===== config.mk =====
export PLATFORM = sky130hd
export DESIGN_NAME = pbcg_blend_lane
export DESIGN_NICKNAME = d
export VERILOG_FILES = /design/src/sv/pbcg_pkg.sv /design/src/sv/pbcg_blend_lane.sv
export SDC_FILE = /design/constraint.sdc
export NUM_CORES = 2
export LEC_CHECK = 0
export BUFFER_PORTS_ARGS = -buffer_cell sky130_fd_sc_hd__buf_4
export CORE_AREA = 2 2 333 253
export DETAILED_ROUTE_END_ITERATION = 8
export DIE_AREA = 0 0 335 255
export PLACE_DENSITY_LB_ADDON = 0.1
export SYNTH_ARGS = -nofsm -noshare
export SYNTH_HDL_FRONTEND = slang
export SYNTH_SLANG_ARGS = --single-unit

===== constraint.sdc =====
create_clock -name clk -period 26.2 [get_ports clk]
set_input_delay 5.24 -clock clk [delete_from_list [all_inputs] [get_ports clk]]
set_output_delay 5.24 -clock clk [all_outputs]
set_load 0.05 [all_outputs]

===== src/sv/pbcg_pkg.sv =====
// shared types and constants for the pixel blend and colour grade unit
`timescale 1ns / 1ps
`default_nettype none

package pbcg_pkg;

  // blend mode codes
  localparam logic [2:0] MODE_ALPHA = 3'd0;
  localparam logic [2:0] MODE_ADD   = 3'd1;
  localparam logic [2:0] MODE_MUL   = 3'd2;
  localparam logic [2:0] MODE_SCR   = 3'd3;
  localparam logic [2:0] MODE_MAX   = 3'd4;
  localparam logic [2:0] MODE_PASS  = 3'd5;

  // register indexes
  localparam logic [2:0] REG_BLEND_MODE   = 3'd0;
  localparam logic [2:0] REG_BLEND_FACTOR = 3'd1;
  localparam logic [2:0] REG_SAT_GAIN     = 3'd2;
  localparam logic [2:0] REG_BRIGHT_GAIN  = 3'd3;
  localparam logic [2:0] REG_TINT_RED     = 3'd4;
  localparam logic [2:0] REG_TINT_GREEN   = 3'd5;
  localparam logic [2:0] REG_TINT_BLUE    = 3'd6;

  localparam logic [16:0] FACTOR_ONE = 17'h10000;
  localparam logic [15:0] GAIN_ONE   = 16'd4096;

  // rec.709 luma weights scaled by ten thousand
  localparam int LUM_W_RED   = 2126;
  localparam int LUM_W_GREEN = 7152;
  localparam int LUM_W_BLUE  = 722;
  localparam int LUM_SCALE   = 10000;

  // reciprocals for division by constants
  localparam logic [15:0] DIV255_RECIP = 16'd32897;
  localparam int          DIV255_SHIFT = 23;
  localparam logic [22:0] LQ_RECIP     = 23'd6871948;
  localparam int          LQ_SHIFT     = 36;
  localparam logic [30:0] FRAC_RECIP   = 31'd1759218605;
  localparam int          FRAC_SHIFT   = 44;

  typedef struct packed {
    logic [2:0]  mode;
    logic [16:0] factor;
    logic [16:0] inv;
  } blend_cfg_t;

  typedef struct packed {
    logic [15:0] sat_gain;
    logic [15:0] bright_gain;
  } grade_cfg_t;

endpackage

`default_nettype wire


===== src/sv/pbcg_blend_lane.sv =====
// one blend lane: mixes a current and a feedback channel under the blend mode
`timescale 1ns / 1ps
`default_nettype none

module pbcg_blend_lane (
  input  wire logic                 clk,
  input  wire pbcg_pkg::blend_cfg_t cfg,
  input  wire logic [7:0]           cur,
  input  wire logic [7:0]           fb,
  output logic      [7:0]           blended
);

  logic [7:0]  mx;
  logic [24:0] p_si;
  logic [24:0] p_df;
  logic [24:0] p_mf;
  logic [15:0] sd;
  logic [15:0] scr;
  logic [7:0]  s1;
  logic [2:0]  mode1;

  logic [24:0] sum_a;
  logic [24:0] sum_m;
  logic [15:0] opnd;
  logic [31:0] wide;
  logic [8:0]  v_next;
  logic        div_next;
  logic [8:0]  v2;
  logic [15:0] n2;
  logic        div2;

  logic [31:0] q_prod;
  logic [8:0]  q;

  assign mx = (cur > fb) ? cur : fb;

  always_ff @(posedge clk) begin
    p_si  <= 25'(cur) * 25'(cfg.inv);
    p_df  <= 25'(fb) * 25'(cfg.factor);
    p_mf  <= 25'(mx) * 25'(cfg.factor);
    sd    <= 16'(cur) * 16'(fb);
    scr   <= 16'(cur) * 16'd255 + 16'(fb) * 16'd255 - 16'(cur) * 16'(fb);
    s1    <= cur;
    mode1 <= cfg.mode;
  end

  assign sum_a = p_si + p_df;
  assign sum_m = p_si + p_mf;
  assign opnd  = (mode1 == pbcg_pkg::MODE_MUL) ? sd : scr;
  assign wide  = 32'(p_si) * 32'd255 + 32'(opnd) * 32'(cfg.factor);

  always_comb begin
    v_next   = {1'b0, s1};
    div_next = 1'b0;
    unique case (mode1)
      pbcg_pkg::MODE_ALPHA: v_next = sum_a[24:16];
      pbcg_pkg::MODE_ADD:   v_next = 9'(s1) + 9'(p_df[24:16]);
      pbcg_pkg::MODE_MUL,
      pbcg_pkg::MODE_SCR:   div_next = 1'b1;
      pbcg_pkg::MODE_MAX:   v_next = sum_m[24:16];
      default:              v_next = {1'b0, s1};
    endcase
  end

  always_ff @(posedge clk) begin
    v2   <= v_next;
    n2   <= wide[31:16];
    div2 <= div_next;
  end

  // divide by 255
  assign q_prod = 32'(n2) * 32'(pbcg_pkg::DIV255_RECIP);
  assign q      = q_prod[31:pbcg_pkg::DIV255_SHIFT];

  always_ff @(posedge clk) begin
    if (div2) begin
      blended <= q[7:0];
    end else begin
      blended <= v2[8] ? 8'hff : v2[7:0];
    end
  end

endmodule

`default_nettype wire


== Word-level counts from Yosys, hierarchy flattened ==
Index checks and enable logic that the tools add are counted.
Word-level totals
  flip-flop bits (word level): 152
  latch bits: 0
  RAM bits: 0
  ROM bits: 0
  input bits: 54
  output and inout bits: 8
  logic and storage cells: 39
  memories: 0
Cells by class
  add/sub/neg operators: 6
  $mul: 9
  divide/modulo/power cells: 0
  magnitude comparators: 1
  equality and inequality tests: 4
  shifts and indexed selects: 0
  mux-type cells: 6
  bitwise operators: 0
  reduce and logical (&&, ||, !) cells: 2
Operator list (count)
  8-bit by 17-bit multiplier with 25-bit output: 3
  25-bit adder: 2
  32-bit adder: 1
  16-bit by 17-bit multiplier with 32-bit output: 1
  25-bit by 8-bit multiplier with 32-bit output (second input constant): 1
  8-bit by 8-bit multiplier with 16-bit output (second input constant): 2
  16-bit by 16-bit multiplier with 31-bit output (second input constant): 1
  9-bit one-hot mux with 3 select lines: 1
  8-bit 2-to-1 mux: 3
  16-bit adder: 1
  8-bit by 8-bit multiplier with 16-bit output: 1
  16-bit 2-to-1 mux: 1
  16-bit subtractor: 1
  8-bit by 9-bit adder with 9-bit output: 1
  8-bit greater-than comparator: 1
  3-bit by 2-bit == test with 1-bit output (second input constant): 2
  3-bit by 1-bit == test with 1-bit output (second input constant): 1
  3-bit == test (second input constant): 1
  3-bit logical NOT: 1
  2-bit OR reduction: 1
  1-bit 2-to-1 mux: 1

== Longest topological paths before layout ==
  depth in word-level cells: 4
  gate-level depth with buffers: 35
  depth with buffers taken out: 35

== Worst setup path before layout ==
No wires, ideal clock.
  kind: input to register
  start: in cur[6]
  end: reg scr[15]
  library setup time: 0.072 ns
  data arrival time: 13.111 ns
  required time: 26.128 ns
  slack: 13.017 ns
  cell stages on the path: 31
  buffers on the path: 1
  cells stage by stage: clkbuf_1 -> clkinv_1 -> nor2_1 -> fa_1 -> fa_1 -> fa_1 -> inv_1 -> fa_1 -> inv_1 -> ha_1 -> nor2b_1 -> o21a_1 -> o31a_1 -> nor2_1 -> xor2_1 -> fa_1 -> fa_1 -> fa_1 -> inv_1 -> fa_1 -> inv_1 -> fa_1 -> inv_1 -> fa_1 -> inv_1 -> ha_1 -> nor3_1 -> o211a_1 -> nor3_1 -> a31oi_1 -> xnor2_1
Between the ends
  word-level cells in the longest chain between the ends: 3
  elaborated cells on any way between the ends: 4
  classes of those cells: 2 x add/sub; 2 x mul
RTL lines
  start, declared: line pbcg_blend_lane.sv:8  | input wire logic [7:0] cur,
  8-bit by 8-bit multiplier with 16-bit output: line pbcg_blend_lane.sv:42  | scr <= 16'(cur) * 16'd255 + 16'(fb) * 16'd255 - 16'(cur) * 16'(fb);
  16-bit adder: line pbcg_blend_lane.sv:42
  16-bit subtractor (*): line pbcg_blend_lane.sv:42
  end signal, assigned: line pbcg_blend_lane.sv:42
  end, declared: line pbcg_blend_lane.sv:18  | logic [15:0] scr;
Every way passes the cells marked *; elsewhere a longest branch is shown, timed or not.

== Worst setup path in the final report ==
Ends and elaborated chain as after synthesis.

==> results by group <==
Run status
  • Outcome: finished clean

Timing
  • Hold Vio Cnt, Final: 0
  • Slew Limit Fails: 0
  • Setup violations, final: 0
  • Slew of the pin with the lowest slew margin: 0.937 ns
  • Unrepaired setup endpoints after global routing: false
  • Max frequency: 75.5 MHz
  • Setup Skew: 0.0153 ns
  • Final Cycle Share: 50.6%
  • Slew HR: 37.2%
  • Final min period: 13.25 ns
  • Setup TNS: 0 ns

Critical path
  • Crit Path Category: in -> reg
  • Worst Setup Start Kind: input pin
  • Crit Path Max Fanout: 24
  • Worst EP arrival: 13.63 ns
  • Slowest-stage cell, CP: fa_1
  • Worst Path Required: 26.58 ns
  • Crit end category: flop
  • Crit path largest cell delay: 0.51 ns
  • Crit path top cell by count: fa_1

Logic synthesis
  • Cell variety after synth: 76
  • Synth Flop Type: dfxtp_1
  • Synth Instances: 3817
  • Post-synth EDFFs: 0
  • Yosys reg bits: 152
  • Async S/R FF share, synth: 0%
  • Seq/Total Area, Yosys: 8.29%
  • Syn Area/Cell: 9.61 sq um
  • Yosys warning count: 0
  • Area of the mapped netlist: 36700 sq um
  • Synth Net Count: 5126

Global route
  • Largest net degree at the start of global routing: 34
  • Global-route wire length before repair: 151000 microns
  • Initial antenna violation count: 2
  • Global Route Usage Sum: 23.3%
  • Number of global-route vias before repair: 26400
  • Gr ovfl total: 0

Finish
  • Layout fillers: 8043
  • Commonest non-fill, non-tap cell in the layout: inv_1
  • Most frequent cells in the layout: inv_1 (846), fa_1 (781), ha_1 (474), nand2_1 (428), and2_1 (209)
  • Area growth syn-to-layout: 5.65%
  • Layout Nets: 5103
  • Ratio of cells with drive above 1 in the final layout: 4.49%

Floorplanning
  • Initial Utilization: 44.4%
  • Die Y-Extent: 255 microns
  • I/O pin total: 62
  • Die area: 85400 sq um
  • FP Rows: 92
  • Die X: 335 microns
  • Core area: 82600 sq um

Place
  • Placer Congestion: 0.852
  • I/O Buffers: 61
  • Dpl hpwl: 75300 microns

Clocking
  • Clock Latency Late Sink: 0.50 ns
  • CTS Buf Count: 17
  • Clk buf depth: 2
  • Worst-path clk slew: 0.07 ns
  • Clock Sinks: 152
  • H-tree Lvls: 4
  • Post-CTS setup buffer count: 0
  • CTS tree: yes
  • # resized after CTS: 0
  • Root Buffer: clkbuf_16
  • Hold Buf Count CTS: 0

Routing
  • TritonRoute pass-1 iters: 7
  • Routed WL: 91700 microns
  • Via count: 24300
  • Residual DRC: 0
  • Routed len/inst: 18.8 microns
  • Post-DR vias/cell: 4.96
  • Starting DRT DRC Count: 1389
  • ANT nets after route: 0

Min path
  • Worst Hold Class: reg -> reg

Run
  • Max-cap violations: 0
-- layout make-up --
cell class / count / area [sq um] / share of cell area [%]
diodes: 2 / 5.00 / 0.0129
clock buffers: 18 / 439 / 1.13
clock inverters: 13 / 154 / 0.397
inverters: 848 / 3180 / 8.21
multi-input cells: 2701 / 30000 / 77.5
flip-flops and latches: 152 / 3040 / 7.85
well taps: 1081 / 1350 / 3.49
repair buffers: 74 / 556 / 1.43
-- layer usage --
layer  track usage (%)  part of all wire [%]  wire length (microns)  vias to the layer above
met4              5.74                   2.3                   2130                        2
li1                  -                     -                      -                    11500
met2              35.1                    43                  39000                      408
met1              35.0                    50                  46300                    12300
met5                 0                 0.013                     12                        -
met3              3.67                   4.7                   4290                       63
-- worst paths after layout --
check | start | slack (ns) | cells past startpoint | endpoint
setup / recovery | cur[6] | 12.95 | 31 | scr[15]
hold / removal | v2[0] | 0.48 | 2 | blended[0]
setup reg to reg | mode1[1] | 17.52 | 26 | n2[15]
hold reg to reg | v2[0] | 0.48 | 2 | blended[0]
-- cell families (layout without fill, tap and decap cells) --
family                   after synthesis  after routing  synth area share (%)
other                                  0              2                     0
buffers and inverters                964            953                  9.88
adder cells (fa/ha/maj)             1255           1255                  58.8
flip-flops                           152            152                  8.29
multiplexers                          49             49                  1.47
AO/OA/AOI/OAI                        293            293                  5.38
AND/OR/NAND/NOR                      963            963                  12.8
XOR/XNOR                             141            141                  3.39
-- Yosys cell counts, drive strengths merged, types with 7 or more instances --
master	number	area (sq um)
o21ai	46	234
and3	10	62.6
a211oi	9	72.6
nand2	428	1610
mux2i	13	130
xor2	40	350
and2	209	1310
o21a	21	159
inv	846	3180
a21o	39	293
fa	781	15600
o21bai	19	143
clkbuf	113	424
or2	8	50.1
mux2	36	409
nor3	26	140
ha	474	5930
xnor2	101	892
dfxtp	152	3040
o211ai	7	52.6
nand3	20	100
nor2b	120	751
nand2b	26	163
a31oi	7	43.8
a21oi	96	484
nor2	94	353
-- critical path: cells and delay by family --
kind	cells	cell delay, ns
buffers and inverters	8	1.02
and+or+nand+nor	5	1.03
xor gates and xnor gates	2	0.34
adders and majority gates	12	5.26
AOI/OAI and AO/OA	4	0.72
-- through the flow --
stage / hold WS, ns / setup WS [ns] / std cells / instance area [sq um] / util (%)
after global placement: 0.464 / 12.52 / 4856 / 38200 / 46.2
after detailed placement: 0.471 / 12.41 / 4856 / 38200 / 46.2
after floorplan: 0.445 / 13.02 / 3817 / 36700 / -
after CTS: 0.490 / 12.97 / 4887 / 38800 / 46.9
final: 0.482 / 12.95 / 4889 / 38800 / 46.9
after global routing: 0.526 / 12.36 / 4887 / 38800 / 46.9
-- registers in the layout, summed over array words and instances, names as in the netlist --
register  flops
p_mf         25
p_si         25
p_df         25
scr          16
blended       8
s1            8
div2          1
n2           16
mode1         3
v2            9
sd           16
Power is left out: the tool's default activity adds up to more than one toggle a clock period on the data nets, which glitch-free logic cannot reach.
