[src/sv/pbcg_pkg.sv]
// shared types and constants for the pixel blend and colour grade unit
`timescale 1ns / 1ps
`default_nettype none

package pbcg_pkg;

  // blend mode codes
  localparam logic [2:0] MODE_ALPHA = 3'd0;
  localparam logic [2:0] MODE_ADD   = 3'd1;
  localparam logic [2:0] MODE_MUL   = 3'd2;
  localparam logic [2:0] MODE_SCR   = 3'd3;
  localparam logic [2:0] MODE_MAX   = 3'd4;
  localparam logic [2:0] MODE_PASS  = 3'd5;

  // register indexes
  localparam logic [2:0] REG_BLEND_MODE   = 3'd0;
  localparam logic [2:0] REG_BLEND_FACTOR = 3'd1;
  localparam logic [2:0] REG_SAT_GAIN     = 3'd2;
  localparam logic [2:0] REG_BRIGHT_GAIN  = 3'd3;
  localparam logic [2:0] REG_TINT_RED     = 3'd4;
  localparam logic [2:0] REG_TINT_GREEN   = 3'd5;
  localparam logic [2:0] REG_TINT_BLUE    = 3'd6;

  localparam logic [16:0] FACTOR_ONE = 17'h10000;
  localparam logic [15:0] GAIN_ONE   = 16'd4096;

  // rec.709 luma weights scaled by ten thousand
  localparam int LUM_W_RED   = 2126;
  localparam int LUM_W_GREEN = 7152;
  localparam int LUM_W_BLUE  = 722;
  localparam int LUM_SCALE   = 10000;

  // reciprocals for division by constants
  localparam logic [15:0] DIV255_RECIP = 16'd32897;
  localparam int          DIV255_SHIFT = 23;
  localparam logic [22:0] LQ_RECIP     = 23'd6871948;
  localparam int          LQ_SHIFT     = 36;
  localparam logic [30:0] FRAC_RECIP   = 31'd1759218605;
  localparam int          FRAC_SHIFT   = 44;

  typedef struct packed {
    logic [2:0]  mode;
    logic [16:0] factor;
    logic [16:0] inv;
  } blend_cfg_t;

  typedef struct packed {
    logic [15:0] sat_gain;
    logic [15:0] bright_gain;
  } grade_cfg_t;

endpackage

`default_nettype wire

[src/sv/pbcg_grade_lane.sv]
// one grade lane: saturation, brightness and tint of one colour channel
`timescale 1ns / 1ps
`default_nettype none

module pbcg_grade_lane (
  input  wire logic                 clk,
  input  wire pbcg_pkg::grade_cfg_t cfg,
  input  wire logic [15:0]          tint,
  input  wire logic [7:0]           colour,
  input  wire logic [7:0]           lq,
  input  wire logic [13:0]          lr,
  output logic      [7:0]           graded
);

  logic signed [17:0] k;
  logic        [23:0] xs;
  logic signed [26:0] lqk;
  logic signed [31:0] lrk;

  logic               neg;
  logic        [31:0] mag;
  logic        [30:0] mag_adj;
  logic        [61:0] q_prod;
  logic               neg2;
  logic signed [26:0] base;

  logic        [17:0] q;
  logic signed [26:0] qs;
  logic signed [26:0] a;
  logic        [24:0] a_pos;

  logic        [40:0] b_prod;
  logic        [28:0] b;
  logic        [44:0] c_prod;
  logic        [20:0] hi;

  // weight of luma in the saturation lerp
  assign k = 18'sd4096 - $signed({2'b00, cfg.sat_gain});

  always_ff @(posedge clk) begin
    xs  <= 24'(colour) * 24'(cfg.sat_gain);
    lqk <= $signed({19'd0, lq}) * 27'(k);
    lrk <= $signed({18'd0, lr}) * 32'(k);
  end

  // floor division of the remainder term by the luma scale
  assign neg     = lrk[31];
  assign mag     = neg ? -lrk : lrk;
  assign mag_adj = 31'(mag) + (neg ? 31'(pbcg_pkg::LUM_SCALE - 1) : 31'd0);

  always_ff @(posedge clk) begin
    q_prod <= 62'(mag_adj) * 62'(pbcg_pkg::FRAC_RECIP);
    neg2   <= neg;
    base   <= $signed({3'b000, xs}) + lqk;
  end

  assign q  = q_prod[pbcg_pkg::FRAC_SHIFT+17:pbcg_pkg::FRAC_SHIFT];
  assign qs = $signed({9'd0, q});
  assign a  = base + (neg2 ? -qs : qs);

  always_ff @(posedge clk) begin
    a_pos <= (!a[26] && (a != 27'sd0)) ? a[24:0] : 25'd0;
  end

  assign b_prod = 41'(a_pos) * 41'(cfg.bright_gain);

  always_ff @(posedge clk) begin
    b <= b_prod[40:12];
  end

  assign c_prod = 45'(b) * 45'(tint);
  assign hi     = c_prod[44:24];

  always_ff @(posedge clk) begin
    graded <= (|hi[20:8]) ? 8'hff : hi[7:0];
  end

endmodule

`default_nettype wire
[config.mk]
export PLATFORM = sky130hd
export DESIGN_NAME = pbcg_grade_lane
export DESIGN_NICKNAME = d
export VERILOG_FILES = /design/src/sv/pbcg_pkg.sv /design/src/sv/pbcg_grade_lane.sv
export SDC_FILE = /design/constraint.sdc
export NUM_CORES = 2
export LEC_CHECK = 0
export BUFFER_PORTS_ARGS = -buffer_cell sky130_fd_sc_hd__clkbuf_2
export CAP_MARGIN = 0
export CORE_UTILIZATION = 46
export DETAILED_ROUTE_END_ITERATION = 10
export PLACE_DENSITY = 0.59
export SLEW_MARGIN = 15
export SYNTH_ARGS = -nofsm -noshare
export SYNTH_HDL_FRONTEND = slang
export SYNTH_SLANG_ARGS = --single-unit
[constraint.sdc]
create_clock -name clk -period 15.7 [get_ports clk]
set_input_delay 2.355 -clock clk [delete_from_list [all_inputs] [get_ports clk]]
set_output_delay 2.355 -clock clk [all_outputs]
set_load 0.03 [all_outputs]
## Word level (Yosys, flattened, before mapping)

Cells that the tools add are included.

- Register bits after elaboration: 234
- Input bits: 79
- Output and inout bits: 8
- Logic and storage cells: 28

- Add/sub/neg operators: 6
- $mul: 6
- Mux-type cells: 3
- Reductions and logical operators: 4

Operator list:

| operator | number |
|---|---|
| $mul A31 B31 Y62 const B | 1 |
| $mul A29 B16 Y45 | 1 |
| $mul A25 B16 Y41 | 1 |
| $mul A15 B17 Y32 | 1 |
| $add A31 B14 Y31 | 1 |
| $mux W31 | 1 |
| $neg A31 Y31 | 1 |
| $add A25 B26 Y27 | 1 |
| $add A27 B27 Y27 | 1 |
| $mux W27 | 1 |
| $neg A18 Y27 | 1 |
| $reduce_bool A27 Y1 | 1 |
| $mul A9 B17 Y26 | 1 |
| $mul A8 B16 Y24 | 1 |
| $sub A13 B16 Y17 const A | 1 |
| $mux W14 | 1 |
| $reduce_or A13 Y1 | 1 |
| $logic_and A1 B1 Y1 | 1 |
| $logic_not A1 Y1 | 1 |

## Longest topological paths before layout

- Depth after elaboration: 5
- Gate-level depth with buffers: 45

## Worst setup path after synthesis

OpenSTA, ideal clock, no wires.

- Path type: register to register
- From: reg lrk[31]
- To: reg q_prod[61]
- Arrival: 10.901 ns
- Required time: 15.579 ns
- Path slack: 4.679 ns
- Stages on the path, launching flop included: 45
- Cells stage by stage: dfxtp_1 clkbuf_1 buf_1 clkbuf_1 clkbuf_1 clkbuf_1 nand2b_1 xnor2_1 ha_1 inv_1 o21bai_1 a21oi_1 or3_4 o21ai_4 a21oi_2 o21bai_4 nand2_2 or4_4 [9 not listed] inv_1 fa_1 inv_1 fa_1 inv_1 fa_1 inv_1 ha_1 nand2_1 nor3_1 nand3_1 nor2_1 a31oi_1 o31ai_1 a211oi_1 a21oi_1 a21oi_1 xnor2_1

- Cells in the longest elaborated chain, start to end: 3
- Elaborated cells on any way between the ends: 4
- Those cells by class: 1 x add/sub; 1 x mul; 2 x mux

Ends and longest elaborated chain:

| element | RTL line | RTL |
|---|---|---|
| from (decl) | pbcg_grade_lane.sv:18 | `logic signed [31:0] lrk;` |
| from (signal assigned) | pbcg_grade_lane.sv:43 | `lrk <= $signed({18'd0, lr}) * 32'(k);` |
| $mux W31 or $mux W14 (tied branches) | pbcg_grade_lane.sv:48, pbcg_grade_lane.sv:49 |  |
| $add A31 B14 Y31 (*) | pbcg_grade_lane.sv:49 | `assign mag_adj = 31'(mag) + (neg ? 31'(pbcg_pkg::LUM_SCALE - 1) : 31'd0);` |
| $mul A31 B31 Y62 (*) | pbcg_grade_lane.sv:52 | `q_prod <= 62'(mag_adj) * 62'(pbcg_pkg::FRAC_RECIP);` |
| to (signal assigned) | pbcg_grade_lane.sv:52 |  |
| to (decl) | pbcg_grade_lane.sv:23 | `logic [61:0] q_prod;` |

Every way passes the cells marked *; elsewhere a longest branch is shown, timed or not.
A chain may end at the register's enable or synchronous reset.

## Worst setup path in the final report

- From: reg lrk[0]
- To: reg q_prod[61]

- Cells in the longest elaborated chain, start to end: 4

Ends and longest elaborated chain:

| element | RTL line | RTL |
|---|---|---|
| $neg A31 Y31 | pbcg_grade_lane.sv:48 | `assign mag = neg ? -lrk : lrk;` |
| $mux W31 (*) | pbcg_grade_lane.sv:48 |  |
| $add A31 B14 Y31 (*) | pbcg_grade_lane.sv:49 |  |
| $mul A31 B31 Y62 (*) | pbcg_grade_lane.sv:52 |  |

Marks and branches as above.

==> run_results.csv <==
group,metric,value,unit
sta,fin_skew,0.0203,ns
logic_synthesis,ys_seq_area_share,5.56,%
worst_setup_path,cpMaxStageDelayCell,"a31oi_1",
sta,hold_viol_final,0,
grt,grt-ovfl-total,0,
drt,drtAntennaViolNets,0,
job,maxCapViolCount,0,
worst_setup_path,startpoint_type,"register",
clocking,clockBufferDepth,2,
logic_synthesis,yosysWarningCount,0,
worst_setup_path,cpPeakStageDelay,0.80,ns
clocking,cts_tree,"done",
worst_setup_path,r2r_slack,4.24,ns
sta,relSlewSlack,21.1,%
clocking,cts_buffers,17,
grt,grt_pass1_wl,285,mm
logic_synthesis,avgSynthCellArea,9.23,µm²
drt,wirelength,174,mm
clocking,cts_repair_resize_count,0,
die,core.rowCount,141,
drt,vias,48100,
die,die_h,388,µm
placement,place_inst,9240,
die,die-area,150000,µm²
logic_synthesis,synthesis.area,68500,µm²
logic_synthesis,synth_seq_cells,190,
grt,grt_start_max_net_pins,56,
cells_and_area,final_cells,9274,
sta,setup_violations,0,
cells_and_area,fillCellCount,14100,
cells_and_area,drive_gt1_share,3.26,%
sta,rsz0062_at_grt,"no",
logic_synthesis,async_reset_ff_share,0,%
placement,port_buffers,86,
sta,finalHoldWorstSlack,0.446,ns
worst_setup_path,startpoint,"lrk[0]",
drt,vias_per_cell,5.18,
clocking,post_cts_buffers,0,
grt,track_usage,24.2,%
worst_setup_path,required,16.16,ns
drt,drt_pass1_iterations,7,
sta,clock.fmax,87.3,MHz
worst_setup_path,critPathKind,"register to register",
die,io_pins,87,
die,chipWidth,388,µm
clocking,insertion_delay,0.53,ns
clocking,root_buffer,"clkbuf_16",
placement,dpl_cell_area,70900,µm²
worst_setup_path,end_kind,"register",
logic_synthesis,synth_nets,9824,
clocking,cts_hold_buf,0,
cells_and_area,final_design_area_no_fill,71500,µm²
drt,drtIter0Drc,2353,
grt,grt_pass1_vias,52900,
sta,drv_slew,0,
sta,fin_setup_tns,0,ns
clocking,clock-sinks,190,
sta,fin_crit,11.46,ns
drt,drt-wirelength-per-cell,18.7,µm
placement,dpl.hpwl,142,mm
worst_setup_path,reg2reg_depth,38,
drt,drc_errors,0,
cells_and_area,final_nets,9738,
worst_setup_path,r2r-end,"q_prod[61]",
sta,min_period_over_period,73.0,%
worst_setup_path,cpMostUsedCell,"fa_1",
outcome,outcome,"finished clean",
worst_setup_path,crit_path_max_fanout,9,
cells_and_area,synthToLayoutAreaGrowth,4.49,%
sta,tightest_slew,1.17,ns
logic_synthesis,syn_inst,7415,
die,core_area,148000,µm²
placement,gp_congestion,0.940,
worst_hold_path,worstHoldPathType,"register to register",
clocking,clk_pin_slew,0.09,ns
clocking,h-tree-depth,4,
worst_setup_path,worstSetupEndpoint,"q_prod[61]",
logic_synthesis,synth_edf_count,0,
worst_setup_path,critPathArrivalTime,11.92,ns
die,start_util,46.4,%
logic_synthesis,synth_cell_types,88,
grt,antenna_found_initial,3,
worst_setup_path,r2r-start,"lrk[0]",
logic_synthesis,synth_flop_cell,"dfxtp_1",
## flip-flops by register name, summed over array words and instances (netlist names)
name and flops:
graded 8, xs 24, base 27, lrk 32
neg2 1, lqk 26, b 29, a_pos 25
q_prod 18
## placed cells by master, fill, tap and decap left out, drive strengths merged, types with 10 or more instances in the layout
master  Yosys  layout
and2      690     690
a31oi      17      17
a21o      105     105
nor2b      33      33
xnor2     190     190
fa       1517    1517
and3       18      18
or4        11      11
nor3       44      44
nand3      45      45
a21oi     174     174
inv      1814    1819
nand2     805     805
xor2      101     101
o21bai     25      25
o21a       39      39
nand4      23      23
nor2      168     168
a21boi     10      10
ha        813     813
a211oi     19      19
buf         9      62
o31ai      24      24
o211ai     12      12
dfxtp     190     190
o21ai     102     102
or3        16      16
nand2b     25      25
clkbuf    244     104
o41ai      11      11
## metrics by stage
step	utilization [%]	setup slack, ns
2_1_floorplan	-	4.68
3_3_place_gp	48.0	4.51
3_5_place_dp	48.0	4.37
4_1_cts	48.4	4.33
5_1_grt	48.4	3.79
6_report	48.4	4.24
## Yosys cell counts, types with 6 or more instances
cell,instances,area (µm²)
xnor2_1,190,1660
a21oi_1,173,866
nor2_1,166,623
o21ai_0,97,485
xor2_2,6,97.6
o21bai_1,23,173
and3_1,18,113
a41oi_1,6,52.6
o21a_1,39,293
or3_1,15,93.8
or4_1,8,60.1
o31ai_1,24,180
a21o_1,105,788
o211ai_1,12,90.1
nand2b_1,25,156
clkbuf_1,244,916
nor2b_1,33,206
nor4_1,8,50.1
nand3b_1,7,52.6
fa_1,1517,30400
or2_2,7,43.8
dfxtp_1,190,3800
a211oi_1,19,143
nand2_1,803,3010
and4_1,6,52.6
nor3_1,44,220
o41ai_1,10,87.6
a21boi_0,9,67.6
inv_1,1812,6800
o31a_1,6,52.6
a31oi_1,17,106
nand4_1,23,144
xor2_1,94,823
ha_1,813,10200
nand3_1,42,210
and2_1,690,4320
## critical path, delay by kind of cell (launching register included)
| family | cells | cell delay [ns] |
|---|---|---|
| AO/OA/AOI/OAI | 13 | 3.76 |
| buffers and inverters | 5 | 0.28 |
| XOR/XNOR | 3 | 0.91 |
| adder cells (fa/ha/maj) | 10 | 3.98 |
| flip-flops | 1 | 0.34 |
| AND/OR/NAND/NOR | 7 | 2.13 |
## worst min path at each step
stage	startpoint	end	cells after the start
2_1_floorplan	lqk[0]	base[0]	1
3_3_place_gp	lqk[0]	base[0]	1
4_1_cts	lqk[0]	base[0]	1
6_report	lqk[0]	base[0]	1
5_1_grt	lqk[0]	base[0]	1
3_5_place_dp	lqk[0]	base[0]	1
## cell families after synthesis
| logic type | count (synthesis) | synth area share (%) |
|---|---|---|
| compound gates | 608 | 5.92 |
| mux | 5 | 0.0731 |
| fa+ha+maj | 2330 | 59.2 |
| xor+xnor | 291 | 3.82 |
| simple gates | 1924 | 14.1 |
| flops | 190 | 5.56 |
| buf+inv | 2067 | 11.4 |
## per-layer routing
layer | share of wire, % | vias up | track usage, % | wire, µm
met5 | 0 | - | 0 | 0
met4 | 3.3 | 0 | 7.60 | 5690
met3 | 3.7 | 235 | 2.07 | 6460
met2 | 51 | 1033 | 43.8 | 89100
met1 | 42 | 24800 | 30.5 | 72400
li1 | - | 22000 | - | -
## area by class of cell
type	count	area, µm²	share of cell area (%)
diodes	3	7.51	0.0105
clock buffers	18	439	0.614
clock inverters	13	200	0.280
inverters	1814	6810	9.52
multi-input cells	5158	57000	79.6
flip-flops and latches	190	3800	5.32
well taps	1930	2410	3.38
repair buffers	148	896	1.25
Power is left out: the tool's default activity adds up to more than one toggle a clock period on the data nets, which glitch-free logic cannot reach.
