<file path="config.mk">
export PLATFORM = sky130hd
export DESIGN_NAME = pbcg_luma_merge
export DESIGN_NICKNAME = d
export VERILOG_FILES = /design/src/sv/pbcg_pkg.sv /design/src/sv/pbcg_luma_merge.sv
export SDC_FILE = /design/constraint.sdc
export NUM_CORES = 1
export LEC_CHECK = 0
export ABC_CLOCK_PERIOD_IN_PS = 6800
export BUFFER_PORTS_ARGS = -buffer_cell sky130_fd_sc_hd__clkbuf_2
export CAP_MARGIN = 10
export CORE_ASPECT_RATIO = 2
export CORE_MARGIN = 4
export CORE_UTILIZATION = 30
export CTS_BUF_LIST = sky130_fd_sc_hd__clkbuf_4 sky130_fd_sc_hd__clkbuf_8 sky130_fd_sc_hd__clkbuf_16
export CTS_CLUSTER_SIZE = 8
export DETAILED_ROUTE_END_ITERATION = 16
export SYNTH_ARGS = -nofsm -noshare
export SYNTH_HDL_FRONTEND = slang
export SYNTH_SLANG_ARGS = --single-unit
export TNS_END_PERCENT = 10
</file>
<file path="constraint.sdc">
create_clock -name clk -period 6.8 [get_ports clk]
set_input_delay 1.36 -clock clk [delete_from_list [all_inputs] [get_ports clk]]
set_output_delay 1.36 -clock clk [all_outputs]
set_load 0.1 [all_outputs]
</file>
<file path="src/sv/pbcg_pkg.sv">
// shared types and constants for the pixel blend and colour grade unit
`timescale 1ns / 1ps
`default_nettype none

package pbcg_pkg;

  // blend mode codes
  localparam logic [2:0] MODE_ALPHA = 3'd0;
  localparam logic [2:0] MODE_ADD   = 3'd1;
  localparam logic [2:0] MODE_MUL   = 3'd2;
  localparam logic [2:0] MODE_SCR   = 3'd3;
  localparam logic [2:0] MODE_MAX   = 3'd4;
  localparam logic [2:0] MODE_PASS  = 3'd5;

  // register indexes
  localparam logic [2:0] REG_BLEND_MODE   = 3'd0;
  localparam logic [2:0] REG_BLEND_FACTOR = 3'd1;
  localparam logic [2:0] REG_SAT_GAIN     = 3'd2;
  localparam logic [2:0] REG_BRIGHT_GAIN  = 3'd3;
  localparam logic [2:0] REG_TINT_RED     = 3'd4;
  localparam logic [2:0] REG_TINT_GREEN   = 3'd5;
  localparam logic [2:0] REG_TINT_BLUE    = 3'd6;

  localparam logic [16:0] FACTOR_ONE = 17'h10000;
  localparam logic [15:0] GAIN_ONE   = 16'd4096;

  // rec.709 luma weights scaled by ten thousand
  localparam int LUM_W_RED   = 2126;
  localparam int LUM_W_GREEN = 7152;
  localparam int LUM_W_BLUE  = 722;
  localparam int LUM_SCALE   = 10000;

  // reciprocals for division by constants
  localparam logic [15:0] DIV255_RECIP = 16'd32897;
  localparam int          DIV255_SHIFT = 23;
  localparam logic [22:0] LQ_RECIP     = 23'd6871948;
  localparam int          LQ_SHIFT     = 36;
  localparam logic [30:0] FRAC_RECIP   = 31'd1759218605;
  localparam int          FRAC_SHIFT   = 44;

  typedef struct packed {
    logic [2:0]  mode;
    logic [16:0] factor;
    logic [16:0] inv;
  } blend_cfg_t;

  typedef struct packed {
    logic [15:0] sat_gain;
    logic [15:0] bright_gain;
  } grade_cfg_t;

endpackage

`default_nettype wire

</file>
<file path="src/sv/pbcg_luma_merge.sv">
// merging stage: luma of the three blended lanes, split into quotient and remainder
`timescale 1ns / 1ps
`default_nettype none

module pbcg_luma_merge (
  input  wire logic            clk,
  input  wire logic [2:0][7:0] colour_in,
  output logic      [7:0]      lq,
  output logic      [13:0]     lr,
  output logic      [2:0][7:0] colour_out
);

  logic [21:0]     luma;
  logic [21:0]     luma2;
  logic [44:0]     lq_prod;
  logic [2:0][7:0] c1;
  logic [2:0][7:0] c2;
  logic [7:0]      lq_next;
  logic [21:0]     lr_full;

  always_ff @(posedge clk) begin
    luma <= 22'(colour_in[0]) * 22'(pbcg_pkg::LUM_W_RED)
          + 22'(colour_in[1]) * 22'(pbcg_pkg::LUM_W_GREEN)
          + 22'(colour_in[2]) * 22'(pbcg_pkg::LUM_W_BLUE);
    c1   <= colour_in;
  end

  always_ff @(posedge clk) begin
    lq_prod <= 45'(luma) * 45'(pbcg_pkg::LQ_RECIP);
    luma2   <= luma;
    c2      <= c1;
  end

  assign lq_next = lq_prod[pbcg_pkg::LQ_SHIFT+7:pbcg_pkg::LQ_SHIFT];
  assign lr_full = luma2 - 22'(lq_next) * 22'(pbcg_pkg::LUM_SCALE);

  always_ff @(posedge clk) begin
    lq         <= lq_next;
    lr         <= lr_full[13:0];
    colour_out <= c2;
  end

endmodule

`default_nettype wire

</file>
Word level (Yosys, flattened, before mapping)
Cells that the tools add are included.

Output and inout port bits: 46. Register bits after elaboration: 172. Bits of input ports: 25.

Multipliers: 5. Add/subtract/negate cells: 3.

Operators by type and width (number): multiplier 22 x 21 -> 42 bit (second input constant) (1); multiplier 8 x 9 -> 17 bit (second input constant) (2); adder 20 x 21 -> 22 bit (1); adder 22 x 18 -> 22 bit (1); multiplier 8 x 11 -> 19 bit (second input constant) (1); subtractor 14 bit (1); multiplier 8 x 10 -> 10 bit (second input constant) (1).

Longest topological paths before layout
Gate-level depths: netlist of run 1.

Depth after elaboration: 3. Gate-level depth with buffers: 27. Mapped depth without buffers: 27.

Worst setup path after synthesis of run 1
OpenSTA, ideal clock, no wires.

Kind: input-to-reg. Start: input port colour_in[10] in the netlist's numbering. End: register luma[20]. Setup slack: -0.010 ns. Data arrival time: 6.738 ns. Stages: 24. Required time: 6.728 ns. Path through: fa_1 fa_1 fa_1 inv_1 fa_1 inv_1 ha_1 inv_2 o21ai_1 and2_1 o311a_1 o21a_1 or2_1 fa_1 inv_1 ha_1 a21oi_1 nand2_1 o211a_1 o21a_1 nor2_1 o21bai_1 a21oi_1 xnor2_1.

Longest elaborated chain between the ends: 3.

RTL lines: start: declaration (line pbcg_luma_merge.sv:7) `input wire logic [2:0][7:0] colour_in,`; multiplier 8 x 9 -> 17 bit (line pbcg_luma_merge.sv:23) `+ 22'(colour_in[1]) * 22'(pbcg_pkg::LUM_W_GREEN)`; adder 20 x 21 -> 22 bit (line pbcg_luma_merge.sv:23); adder 22 x 18 -> 22 bit (line pbcg_luma_merge.sv:24) `+ 22'(colour_in[2]) * 22'(pbcg_pkg::LUM_W_BLUE);`; end signal: assignment (line pbcg_luma_merge.sv:22) `luma <= 22'(colour_in[0]) * 22'(pbcg_pkg::LUM_W_RED)`; end: declaration (line pbcg_luma_merge.sv:13) `logic [21:0] luma;`.

No other way between the ends.

Worst setup path in the final report of run 1
Start: input port colour_in[14] in the netlist's numbering. End: register luma[20].

Same word-level chain as after synthesis.

==> results of run 1 <==
path summary, 6_finish.rpt:
path / from / end / slack [ns]
setup / recovery: colour_in[14] / luma[20] / 0.19
hold / removal: c2[18] / colour_out[18] / 0.32
setup reg to reg: luma[15] / lq_prod[42] / 0.37
hold reg to reg: c2[18] / colour_out[18] / 0.32
repair_timing:
action / CTS / global route
endpoints found under the setup margin: 0 / 3
resized for setup: 0 / 9
setup buffers: 0 / 2
worst register-to-register path: cells and delay by family (launching register included):
kind / cells / cell delay [ns]
fa+ha+maj: 8 / 3.52
buf+inv: 6 / 0.63
xor+xnor: 1 / 0.13
simple gates: 3 / 0.85
compound gates: 4 / 0.72
flops: 1 / 0.48
through the flow:
stage / TNS (ns) / setup WS [ns] / instances / hold WS, ns
2_1_floorplan: 0 / 0.0419 / 1554 / 0.310
3_3_place_gp: -0.570 / -0.287 / 2370 / 0.310
3_5_place_dp: -0.933 / -0.370 / 2370 / 0.312
4_1_cts: 0 / 0.0858 / 2402 / 0.317
5_1_grt: -0.0463 / -0.0463 / 2404 / 0.330
6_report: 0 / 0.187 / 2404 / 0.319
metal layers:
metal  vias up  GRT usage [%]  wire length, um
met3       110           1.80              875
met1      5326           13.1            12400
met2       198           30.1            24000
met4         0           9.23             2660
met5         -              0                0
li1       5223              -                -
registers in the layout (all words and copies together), names as in the netlist:
| signal | cells |
|---|---|
| lq_prod | 8 |
| c1 | 24 |
| colour_out | 24 |
| luma | 21 |
| lq | 8 |
| c2 | 24 |
| luma2 | 13 |
| lr | 13 |
logic make-up after synthesis:
logic type	after synthesis	synth area share, %
fa+ha+maj	591	57.2
xor+xnor	80	4.38
flops	135	16.9
simple gates	139	4.30
compound gates	160	6.61
buf+inv	448	10.5
other cells	1	0.0235
synthesized netlist by cell type, types with 2 or more instances:
cell	number	area (um2)
nor2b_1	8	50.1
fa_1	233	4660
nor2_1	39	146
a211oi_1	4	30.0
a31oi_1	5	31.3
dfxtp_1	135	2700
ha_1	358	4480
nand2_1	26	97.6
xnor2_1	57	499
and2_1	5	31.3
or2_1	3	18.8
a21oi_1	50	250
a41o_1	2	20.0
o311a_1	2	20.0
nand4_1	4	25.0
xor2_1	23	201
nor3_1	11	55.1
o21ai_0	12	60.1
o21a_1	10	75.1
a21o_1	29	218
inv_1	446	1670
o211ai_1	4	30.0
and4_1	3	26.3
or2_2	4	25.0
and3_1	6	37.5
o21ai_1	16	80.1
nand2b_1	10	62.6
o21bai_1	3	22.5
nand3_1	14	70.1
o211a_1	3	30.0
or3_1	3	18.8
a21boi_1	3	22.5
final cells by class:
| cell class | count | area (um2) | share of cell area (%) |
|---|---|---|---|
| Tap cell | 665 | 832 | 4.52 |
| Multi-Input combinational cell | 971 | 11600 | 63.2 |
| Clock buffer | 18 | 433 | 2.35 |
| Clock inverter | 14 | 139 | 0.754 |
| Sequential cell | 135 | 2700 | 14.7 |
| Inverter | 447 | 1680 | 9.11 |
| Timing Repair Buffer | 154 | 983 | 5.34 |
==> metrics.txt, run 1 <==
status=complete, no violations; Routed WL=40.0 mm; CTS sink count=135; min Tclk post-route=6.61 ns; max-slew violations=0; Final Util=34.9%; Starting Density=30.3%; post-route cell area=0.0184 mm2; Slew headroom=56.2%; post-synth cell types=55; vias=10,900; layout overhead on the synthesized area=15.2%; number of flops mapped to enable cells by yosys=0; via density per instance=4.52; Cells after Synth=1,554; initial antenna violation count=0; syn nets=2,170; vias in the first global route=12,600; Crit Path Class=in2reg; Routed Antenna Nets=0; crit-path max FO=4; io pins=71; Final Hold Fails=0; DP Area=0.0178 mm2; highest-count cells in the layout ignoring fill and taps=inv_1, ha_1, fa_1; final net count=2,342; GP Congestion=1.00; WL/cell=16.6 um; share of the yosys chip area belonging to registers=16.9%; GR Overflow Total=0; Worst path top cell family by delay=adder cells; fmax=151 MHz; ys async rst share=0%; HP Class=reg2reg; cts hold-fix bufs=0; final setup vio count=0; H-tree depth=4; Syn Std Cell Area=0.0160 mm2; Crit-path slowest cell=fa_2; Iter 0 DRT Violations=294; I/O Buffers=69; fin crit share=97.2%; cell count along the critical path=26; core area=0.0527 mm2; Buf+Inv Stages, Crit Path=6; largest net degree at the start of global routing=17; number of diodes=0; # Max-Cap Violations=0; Avg Cell Area, Syn=10.3 um2; die area=0.0572 mm2; fraction of layout cells with a size suffix above 1=11.6%; Total GRT Usage=14.8%; clock-pin slew on the worst setup and hold paths=0.07 ns; Die W=171 um; DR pass1 iterations=4; Synth Warn #=0; Tightest Pin Transition=0.647 ns; CP endpoint kind=flip-flop; startpoint types=input port; row cnt=119; Num CTS Buffers=17; first-pass GRT wire length=64.3 mm; WP data required=7.14 ns; CTS tree=built; # fillers=5,405; #FFs+latches synth=135; hold depth=0; clk buf depth=2; critical path arrival=6.95 ns; ys flop type=dfxtp_1; clk_skew=0.0126 ns; CP peak stage delay=0.61 ns; CTS root buf=clkbuf_16; worst skew pair latency=0.46 ns; Die Span Y=334 um; DR DRC count=0; cells on worst reg2reg path=22; most common cell after layout, fill and taps aside=inv_1; placed wire-length estimate=35.7 mm
Power of run 1 is not shown: default switching activity piles up to over one toggle a cycle in this logic, so the estimate is an artifact.
==> run 2, diff against run 1 <==
--- a/config.mk
+++ b/config.mk
@@ -10,7 +10,7 @@
 export CAP_MARGIN = 10
 export CORE_ASPECT_RATIO = 2
 export CORE_MARGIN = 4
-export CORE_UTILIZATION = 30
+export CORE_UTILIZATION = 40
 export CTS_BUF_LIST = sky130_fd_sc_hd__clkbuf_4 sky130_fd_sc_hd__clkbuf_8 sky130_fd_sc_hd__clkbuf_16
 export CTS_CLUSTER_SIZE = 8
 export DETAILED_ROUTE_END_ITERATION = 16
==> run 2 against run 1 <==
  * Critical endpoint unchanged
  * Non-clock buffer count is 17 higher
  * Clock skew rose by 0.0013 ns
  * Critical path type unchanged
  * Clock-buffer cell count up 2
  * Maximum frequency is 0.54% higher
==> metrics.txt, run 2 (synthesis results as in run 1) <==
highest-count cells in the layout ignoring fill and taps=inv_1, ha_1, fa_1; DR pass1 iterations=4 (unchanged); reg2reg setup slack=0.31 ns (-0.06 ns); Iter 0 DRT Violations=228 (-22%); WHS=0.317 ns (-0.00160 ns); initial antenna violation count=0 (unchanged); WL/cell=17.4 um (+4.6%); startpoint types=input port; Worst Hold Path EP=lr[3]; CTS root buf=clkbuf_16; cells on worst reg2reg path=18 (-18%); core area=0.0394 mm2 (-25%); via density per instance=4.80 (+6.3%); hold depth=0 (unchanged); Total GRT Usage=19.7% (+4.9 points); Worst R2R Start=luma[12]; placed wire-length estimate=35.5 mm (-0.57%); vias=11,000 (+0.88%); Top Registers=c1 x24, c2 x24, colour_out x24; reg-to-reg endpoint=lq_prod[42]; WP data required=7.17 ns (+0.03 ns); Tightest Pin Transition=0.743 ns (+0.0963 ns); die area=0.0434 mm2 (-24%); number of diodes=0 (unchanged); fraction of layout cells with a size suffix above 1=12.5% (+0.86 points); worst skew pair latency=0.46 ns (about the same); CTS sink count=135 (unchanged); fin crit share=96.7% (-0.53 points); final setup vio count=0 (unchanged); fmax=152 MHz (+0.54%); status=complete, no violations; non-filler cells, final=2,281 (-5.1%); clock-pin slew on the worst setup and hold paths=0.07 ns (about the same); Die Span Y=291 um (-13%); largest net degree at the start of global routing=17 (unchanged); first-pass GRT wire length=64.3 mm (+0.12%); CP endpoint kind=flip-flop; crit-path max FO=4 (unchanged); setup TNS=0 ns (unchanged); vias in the first global route=12,600 (+0.27%); H-tree depth=4 (unchanged); layout overhead on the synthesized area=14.7%; io pins=71 (unchanged); # Max-Cap Violations=0 (unchanged); hold path startpoint=luma2[3]; DR DRC count=0 (unchanged); clk_skew=0.0139 ns (+0.00130 ns); Routed WL=39.6 mm (-0.80%); Starting Density=40.5% (+10 points); row cnt=103 (-13%); GR Overflow Total=0 (unchanged); Slew headroom=49.7% (-6.5 points); Cells after DPL=2,247 (-5.2%); Num CTS Buffers=17 (unchanged); clk buf depth=2 (unchanged); max-slew violations=0 (unchanged); HP Class=reg2reg; final net count=2,359 (+0.73%); min Tclk post-route=6.58 ns (-0.0358 ns); CTS tree=built; Routed Antenna Nets=0 (unchanged); I/O Buffers=69 (unchanged); GP Congestion=0.968 (-3.4%); Crit Path Class=in2reg; most common cell after layout, fill and taps aside=inv_1; critical path arrival=6.95 ns (about the same); Final Hold Fails=0 (unchanged); Die W=149 um (-13%); cts hold-fix bufs=0 (unchanged)
## run 2: cell count changes in the layout (fill, tap and decap cells not counted), sizes merged
| cell | before | now |
|---|---|---|
| clkinv | 3 | 2 |
| inv | 455 | 452 |
| clkbuf | 87 | 89 |
| bufinv | 1 | 0 |
| buf | 85 | 102 |
| clkinvlp | 2 | 5 |
## run 2: area by class of cell
cell class,instances,area [um2]
clock buffers,20,448
clock inverters,12,95.1
fillers,3758,21100
inverters,447,1680
multi-input cells,971,11600
flip-flops and latches,135,2700
well taps,525,657
repair buffers,171,1110
## run 2: how the worst max path moves through the flow
stage                        from       end  slack, ns  cells after the start
finish              colour_in[13]  luma[20]       0.22                     28
global route        colour_in[11]  luma[20]      -0.03                     25
CTS                 colour_in[10]  luma[20]       0.11                     25
detailed placement  colour_in[10]  luma[20]      -0.37                     25
global placement    colour_in[10]  luma[20]      -0.34                     25
floorplan           colour_in[10]  luma[20]       0.04                     24
## run 2: repair_timing
| item | in CTS | in global routing |
|---|---|---|
| endpoints found under the setup margin | 0 | 3 |
| gates resized for setup | 0 | 9 |
| buffers inserted | 0 | 2 |
## run 2: stage by stage
stage / setup slack (ns) / utilization (%) / area, um2
2_1_floorplan: 0.0419 / - / 16000
3_3_place_gp: -0.344 / 45.0 / 17700
3_5_place_dp: -0.368 / 45.0 / 17700
4_1_cts: 0.110 / 46.3 / 18300
5_1_grt: -0.0309 / 46.5 / 18300
6_report: 0.223 / 46.5 / 18300
## run 2: critical path, cell delays in order
cell	delay, ns
clkbuf_2	0.11
fa_2	0.61
buf_4	0.13
xor2_1	0.20
ha_1	0.26
inv_1	0.08
fa_1	0.44
fa_1	0.49
inv_1	0.04
ha_1	0.28
buf_4	0.15
a21oi_1	0.11
o21ai_1	0.10
a21oi_1	0.20
xor2_1	0.09
buf_4	0.15
fa_1	0.49
inv_1	0.04
ha_1	0.30
a21o_1	0.20
a21oi_4	0.17
nand2_1	0.09
o211a_1	0.21
o21a_1	0.18
nor2_2	0.11
o21bai_1	0.07
a21oi_1	0.15
xnor2_1	0.14
## run 2: routing by layer
layer	vias up	global-route usage (%)	part of all wire, %
li1	5252	-	-
met1	5350	16.6	30
met2	209	39.7	60
met3	141	2.73	2.2
met4	0	13.8	8.3
met5	-	0	0
Power of run 2 is left out for the same reason.
